File: src/hw/rtl/skt_pkg.sv
`default_nettype none
package skt_pkg;

    // Table geometry
    localparam int TABLE_DEPTH = 4096;
    localparam int ADDR_W      = $clog2(TABLE_DEPTH);
    localparam int CNT_W       = $clog2(TABLE_DEPTH + 1);

    // Field widths
    localparam int CFG_W   = 13;
    localparam int INDEX_W = 12;
    localparam int KEY_W   = 64;
    localparam int DATA_W  = 32;
    localparam int ENTRY_W = KEY_W + 3 * DATA_W;

    // Input and output word widths, padded to whole bytes
    localparam int S_PAYLOAD_W = INDEX_W + KEY_W + 3 * DATA_W;
    localparam int S_TDATA_W   = ((S_PAYLOAD_W + 7) / 8) * 8;
    localparam int M_TDATA_W   = 3 * DATA_W;

    // Operation codes carried on s_tuser
    localparam logic OP_WRITE  = 1'b0;
    localparam logic OP_LOOKUP = 1'b1;

    // Lookup request handed to the search engine
    typedef struct packed {
        logic             start;
        logic [KEY_W-1:0] key;
        logic [CNT_W-1:0] used;
    } skt_req_t;

    // Lookup result returned by the search engine
    typedef struct packed {
        logic              valid;
        logic              found;
        logic [DATA_W-1:0] list_offset;
        logic [DATA_W-1:0] list_length;
        logic [DATA_W-1:0] occurrences;
    } skt_res_t;

endpackage
`default_nettype wire

File: src/hw/rtl/skt_search.sv
`default_nettype none
// Lower-bound binary search engine. One halving step per cycle: the read
// address for the next step is the midpoint of the updated bounds, so the
// entry arrives from the RAM just as the next step needs it. Once the bounds
// meet, that midpoint is the lower bound itself and its entry is checked.
module skt_search (
    input  wire logic                         clk,
    input  wire logic                         rst_n,
    input  wire skt_pkg::skt_req_t            req,
    output logic                              busy,
    output logic [skt_pkg::ADDR_W-1:0]        rd_addr,
    input  wire logic [skt_pkg::ENTRY_W-1:0]  rd_data,
    input  wire logic                         res_ready,
    output skt_pkg::skt_res_t                 res
);

    localparam logic ST_IDLE = 1'b0;
    localparam logic ST_RUN  = 1'b1;

    logic                        state_reg, state_next;
    logic [skt_pkg::CNT_W-1:0]   lo_reg, lo_next;
    logic [skt_pkg::CNT_W-1:0]   hi_reg, hi_next;
    logic [skt_pkg::CNT_W-1:0]   used_reg;
    logic [skt_pkg::KEY_W-1:0]   key_reg;
    logic [skt_pkg::CNT_W:0]     cur_sum, next_sum;
    logic [skt_pkg::CNT_W-1:0]   cur_mid;
    logic [skt_pkg::KEY_W-1:0]   entry_key;
    logic                        converged;
    logic                        key_less;

    // Entry layout from the lowest bit up: key, offset, length, count.
    assign entry_key = rd_data[skt_pkg::KEY_W-1:0];
    assign converged = (lo_reg == hi_reg);
    assign key_less  = (entry_key < key_reg);
    assign cur_sum   = {1'b0, lo_reg} + {1'b0, hi_reg};
    assign cur_mid   = cur_sum[skt_pkg::CNT_W:1];

    always_comb
    begin
        state_next = state_reg;
        lo_next    = lo_reg;
        hi_next    = hi_reg;
        res        = '0;
        case (state_reg)
            ST_IDLE:
            begin
                if (req.start)
                begin
                    lo_next    = '0;
                    hi_next    = req.used;
                    state_next = ST_RUN;
                end
            end
            ST_RUN:
            begin
                if (!converged)
                begin
                    if (key_less)
                    begin
                        lo_next = cur_mid + skt_pkg::CNT_W'(1);
                    end
                    else
                    begin
                        hi_next = cur_mid;
                    end
                end
                else if (res_ready)
                begin
                    res.valid = 1'b1;
                    if ((lo_reg < used_reg) && (entry_key == key_reg))
                    begin
                        res.found       = 1'b1;
                        res.list_offset = rd_data[skt_pkg::KEY_W +: skt_pkg::DATA_W];
                        res.list_length =
                            rd_data[skt_pkg::KEY_W + skt_pkg::DATA_W +: skt_pkg::DATA_W];
                        res.occurrences =
                            rd_data[skt_pkg::KEY_W + 2 * skt_pkg::DATA_W +: skt_pkg::DATA_W];
                    end
                    state_next = ST_IDLE;
                end
            end
            default:
            begin
                state_next = ST_IDLE;
            end
        endcase
    end

    // A lower bound equal to the table depth wraps to a valid address; the
    // range check on the result masks that read.
    assign next_sum = {1'b0, lo_next} + {1'b0, hi_next};
    assign rd_addr  = next_sum[skt_pkg::ADDR_W:1];
    assign busy     = (state_reg != ST_IDLE);

    always_ff @(posedge clk or negedge rst_n)
    begin
        if (!rst_n)
        begin
            state_reg <= ST_IDLE;
            lo_reg    <= '0;
            hi_reg    <= '0;
        end
        else
        begin
            state_reg <= state_next;
            lo_reg    <= lo_next;
            hi_reg    <= hi_next;
        end
    end

    always_ff @(posedge clk)
    begin
        if ((state_reg == ST_IDLE) && req.start)
        begin
            key_reg  <= req.key;
            used_reg <= req.used;
        end
    end

endmodule
`default_nettype wire

File: config.mk
export PLATFORM = sky130hd
export DESIGN_NAME = skt_search
export DESIGN_NICKNAME = d
export VERILOG_FILES = /design/src/hw/rtl/skt_pkg.sv /design/src/hw/rtl/skt_search.sv
export SDC_FILE = /design/constraint.sdc
export NUM_CORES = 1
export LEC_CHECK = 0
export BUFFER_PORTS_ARGS = -buffer_cell sky130_fd_sc_hd__buf_4
export CAP_MARGIN = 20
export CORE_MARGIN = 2
export CORE_UTILIZATION = 44
export DETAILED_ROUTE_END_ITERATION = 6
export PLACE_DENSITY = 0.79
export SETUP_SLACK_MARGIN = 0.3
export SKIP_CTS_REPAIR_TIMING = 1
export SYNTH_ARGS = -nofsm -noshare
export SYNTH_HDL_FRONTEND = slang
export SYNTH_SLANG_ARGS = --single-unit
File: constraint.sdc
create_clock -name clk -period 5.9 [get_ports clk]
set_input_delay 0.885 -clock clk [delete_from_list [all_inputs] [get_ports clk]]
set_output_delay 0.885 -clock clk [all_outputs]
set_load 0.01 [all_outputs]
== Word-level counts from Yosys, hierarchy flattened ==
Index checks and enable logic that the tools add are counted.
Word-level totals
  bits in registers: 104
  input port bits: 241
  output and inout port bits: 111
  logic and storage cells: 31
Operators by class
  add/subtract/negate cells: 3
  $lt $le $gt $ge: 2
  equal/unequal tests: 2
  multiplexer cells: 16
  bitwise logic cells: 1
  reductions and logical operators: 2
Operators by type and width (count)
  98-bit two-way mux: 3
  97-bit two-way mux: 1
  13-bit two-way mux: 6
  64-bit equality test: 1
  64-bit less-than comparator: 1
  13-bit one-hot mux with 2 select lines: 2
  13-bit by 13-bit adder with 14-bit output: 1
  13-bit by 1-bit adder with 13-bit output, second input constant: 1
  13-bit adder: 1
  13-bit equality test: 1
  13-bit less-than comparator: 1
  1-bit two-way mux: 3
  1-bit logical AND: 2
  1-bit one-hot mux with 2 select lines: 1
  1-bit NOT: 1

== Logic depth before layout (Yosys ltp) ==
  depth in word-level cells: 6
  depth in mapped cells: 25
  depth with buffers taken out: 23

== Worst setup path before layout ==
OpenSTA, ideal clock, no wires.
  path type: in2out
  from: in rd_data[63] (netlist name)
  to: out rd_addr[11] (netlist name)
  data arrival time: 5.139 ns
  required time: 5.015 ns
  setup slack: -0.124 ns
  cell stages on the path: 21
  path buffers: 2
  cells stage by stage: ha_1 > nand4_1 > nor4_2 > nand4_1 > a31o_2 > and4_1 > buf_4 > nor2_2 > buf_4 > mux2i_1 > a21oi_1 > ha_1 > nor2b_1 > o21ai_0 > nand2b_1 > a21o_1 > a21o_1 > maj3_2 > a21o_1 > a31o_4 > o311ai_1
On the way
  cells in the longest elaborated chain, start to end: 5
Ends and longest elaborated chain
  from (decl): line skt_search.sv:12  | input wire logic [skt_pkg::ENTRY_W-1:0] rd_data,
  64-bit less-than comparator: line skt_search.sv:34  | assign key_less = (entry_key < key_reg);
  13-bit two-way mux: line skt_search.sv:58  | if (key_less)
  13-bit two-way mux: line skt_search.sv:56  | if (!converged)
  13-bit one-hot mux with 2 select lines: line skt_search.sv:44  | case (state_reg)
  net hi_next, one bit: line skt_search.sv:22  | logic [skt_pkg::CNT_W-1:0] hi_reg, hi_next;
  13-bit adder: line skt_search.sv:91  | assign next_sum = {1'b0, lo_next} + {1'b0, hi_next};
  to (decl): line skt_search.sv:11  | output logic [skt_pkg::ADDR_W-1:0] rd_addr,
The timed path passes the listed nets, and every way through them passes these cells.

== Worst setup path in the final report ==
  from: in rd_data[21] (netlist name)
  to: out rd_addr[11] (netlist name)
On the way
  cells in the longest elaborated chain, start to end: 5
Ends and longest elaborated chain
  64-bit less-than comparator: line skt_search.sv:34
  13-bit two-way mux: line skt_search.sv:58
  13-bit two-way mux: line skt_search.sv:56
  13-bit one-hot mux with 2 select lines: line skt_search.sv:44
  net lo_next, one bit: line skt_search.sv:21  | logic [skt_pkg::CNT_W-1:0] lo_reg, lo_next;
  13-bit adder: line skt_search.sv:91
The timed path passes the listed nets, and every way through them passes these cells.

==> qor.txt <==
LOGIC SYNTHESIS
-------------------------------------------------------------------------------------
Compound-Gate Fraction of Synth Area                                            14.0%
Largest area contributor in the netlist                                      edfxtp_1
Ranking of synthesized cells by area                                     edfxtp_1, ha_1, dfrtp_1
Number of enable flip-flop cells after synthesis                                   77
Combinational family with the most area after synthesis                  simple AND/OR/NAND/NOR gates
Mapped Nets                                                                      1139
Most frequently used flop master after synthesis                             edfxtp_1
Xor-xnor portion of the synthesized cell area                                   3.49%
Most frequent cell after synthesis                                               ha_1
Simple-gate area share of the yosys netlist                                     20.2%
Sequential area share after synthesis                                           38.4%
Flip-flop and latch count after synthesis                                         104
Proportion of synthesized area in mux cells                                     1.57%
Syn Inst Count                                                                    797
Adder-cell share of the synthesized area                                        16.7%
Share of synthesized flip-flops with an asynchronous set or reset               26.0%
Most instantiated cells after synthesis                                  ha_1, and2_1, inv_1, edfxtp_1, a21oi_1
Synth warn                                                                          0
Average size of a mapped cell                                                9.77 µm²
Post-synthesis instance area                                                 7790 µm²
Yosys cell types                                                                   71
Area share of the largest cell type after synthesis                             29.7%

GRT
-------------------------------------------------------------------------------------
Vias in the first global route                                                   7150
Wire length of the first global-routing pass                                 37700 µm
Maximum number of pins on one net before global-route repair                       98
Overall track demand over capacity in global routing                            26.3%
Number of antenna violations at the first check in global routing                   0
GRT overflow                                                                        0

FLOORPLAN
-------------------------------------------------------------------------------------
Die Outline Area                                                            18800 µm²
DIE HEIGHT                                                                     137 µm
Initial core utilization                                                        45.0%
Chip Width                                                                     137 µm
Standard cell core area                                                     17300 µm²
Cell Rows                                                                          48
Number of ports placed on the die boundary                                        352

SETUP PATH
-------------------------------------------------------------------------------------
Critical path start-end classification                                         in2out
Crit-path most repeated cell                                                    buf_4
Longest individual stage delay on the worst path                               320 ps
Data required, critical path                                                  5020 ps
Cell with the largest stage delay on the worst path                           a221o_1
CP Data Arrival Time                                                          5270 ps
Critical path peak fanout                                                           3
Crit path capture type                                                    output port
Category of the worst setup path launch point                               input pin

STA
-------------------------------------------------------------------------------------
Worst-Margin Slew                                                              855 ps
Post-route clock period utilization                                              104%
Fin Hold WS                                                                    434 ps
Number of hold-slack violations in the final timing report                          0
Final WS setup                                                                -260 ps
Setup repair after global routing missed its margin                               yes
Relative slew margins                                                           42.9%
Fmax                                                                        0.162 GHz
Setup-failing EPs final                                                             3
Final Slew Violations                                                               0
Setup clock skew after layout                                                 8.79 ps
Post-route minimum period                                                     6160 ps

LAYOUT
-------------------------------------------------------------------------------------
Layout Area Growth over Synthesis                                               50.4%
Reg area                                                                     2990 µm²
Multi-input logic area                                                       4770 µm²
Area of all placed cells without fillers                                    11700 µm²
Ratio of cells with drive above 1 in the final layout                           41.1%
Total inserted antenna cells                                                        0
Non-filler instance count after layout                                           1420
Nets                                                                             1532
Number of flip-flops under the largest register name                               64
Number of filler cells placed in the layout                                      1357

PWR
-------------------------------------------------------------------------------------
Sum of internal, switching and leakage power                                  6.26 mW
Max VDD drop                                                                0.00110 V
P_leak                                                                        5.70 nW
Ratio of total power to cell area                                          535 nW/µm²

CLOCK TREE
-------------------------------------------------------------------------------------
Clock root cell                                                             clkbuf_16
Max clock buf depth                                                                 2
CTS tree                                                                        built
Clock slew at reported path FFs                                                 70 ps
H-tree levels                                                                       3
Clock latency of the later-clocked register in the worst-skew pair             360 ps
Clock net sink count                                                              104
Num CTS Buffers                                                                     9

DRT
-------------------------------------------------------------------------------------
Number of iterations in the first detailed-routing pass                             5
Post-DRT Antenna Nets                                                               0
# DRC                                                                               0
Vias post-DR                                                                     7466
Routed wire per std cell                                                      18.9 µm
Post-detailed-route via-to-cell ratio                                            5.26
Count of routing violations after the opening detailed-route iteration            507
Total Routed Length                                                          26800 µm

PLACED DESIGN
-------------------------------------------------------------------------------------
Placed standard-cell area                                                   11100 µm²
Final Wtd Congestion                                                            0.895
Post-placement setup slack                                                    -328 ps
Number of buffer cells added on primary ports                                     351
Instance count after placement with tap cells included                           1397
HPWL Detailed                                                                21200 µm

RUN STATUS
-------------------------------------------------------------------------------------
Run status                                                               complete, but fails checks
Failing checks                                                           setup timing

WORST HOLD PATH
-------------------------------------------------------------------------------------
Tightest Hold Check Type                                                     in2async

FLOW RUN
-------------------------------------------------------------------------------------
Max capacitance violation total                                                     0

## cells in the final DEF, fill, tap and decap left out, types with 8 or more instances in the layout
| cell type | instances |
|---|---|
| ha_4 | 21 |
| nor2_1 | 26 |
| inv_1 | 87 |
| clkbuf_16 | 9 |
| a21oi_1 | 52 |
| edfxtp_1 | 77 |
| nor2b_1 | 13 |
| nand3_1 | 14 |
| xnor2_1 | 18 |
| and3_1 | 8 |
| a211oi_1 | 10 |
| and2_1 | 98 |
| nand2b_1 | 8 |
| nand2_1 | 41 |
| dfrtp_1 | 27 |
| mux2i_1 | 9 |
| ha_1 | 78 |
| xor2_1 | 12 |
| nand4_1 | 20 |
| o21ai_0 | 22 |
| a21o_1 | 21 |
| buf_4 | 401 |
## per-stage QoR
step                      setup TNS, ps  utilization [%]
after CTS                          -825             65.9
after floorplan                       0                -
after detailed placement           -641             64.3
after global routing              -1330             67.7
after global placement             -428             64.3
final                              -425             67.7
## critical path: cells and delay by family
family | cells | cell delay [ps]
buf+inv | 5 | 750
compound gates | 13 | 2530
fa+ha+maj | 3 | 770
simple gates | 4 | 340
## routing by layer
layer  vias to the layer above  global-route usage (%)  share of wire [%]
met5                         -                       0                  0
met4                         0                    7.50                2.3
met3                        43                    7.33                9.4
met2                       311                    43.2                 48
met1                      3486                    33.8                 40
li1                       3626                       -                  -
## final cells by class
class,instances,area share [%]
tap,225,2.40
multi-input combinational,580,40.7
timing repair buffer,406,26.2
clock inverter,6,0.384
sequential,104,25.5
inverter,89,2.85
clock buffer,10,1.95
## report_power, final
| group | switching [mW] | internal (mW) | leakage [nW] |
|---|---|---|---|
| registers | 0.117 | 0.888 | 1.01 |
| logic | 2.30 | 2.39 | 4.55 |
| clock network | 0.280 | 0.289 | 0.137 |
## path summary, 6_finish.rpt
check	slack [ps]	from	depth (start not counted)	endpoint
max in group asynchronous	5190	rst_n	1	lo_reg[8]
max reg2reg	2220	lo_reg[0]	11	lo_reg[12]
min in group clk	620	lo_reg[8]	2	lo_reg[8]
min	430	rst_n	1	hi_reg[4]
min reg2reg	620	lo_reg[8]	2	lo_reg[8]
max	-260	rd_data[21]	25	rd_addr[11]
## logic make-up (layout without fill, tap and decap cells)
kind of cell,after synthesis,in the layout
muxes,12,12
xor gates and xnor gates,31,31
DFF,104,104
AOI/OAI and AO/OA,164,164
and+or+nand+nor,270,270
buffers and inverters,113,511
adders and majority gates,103,103
No activity file was read; power rests on OpenSTA's default activity.
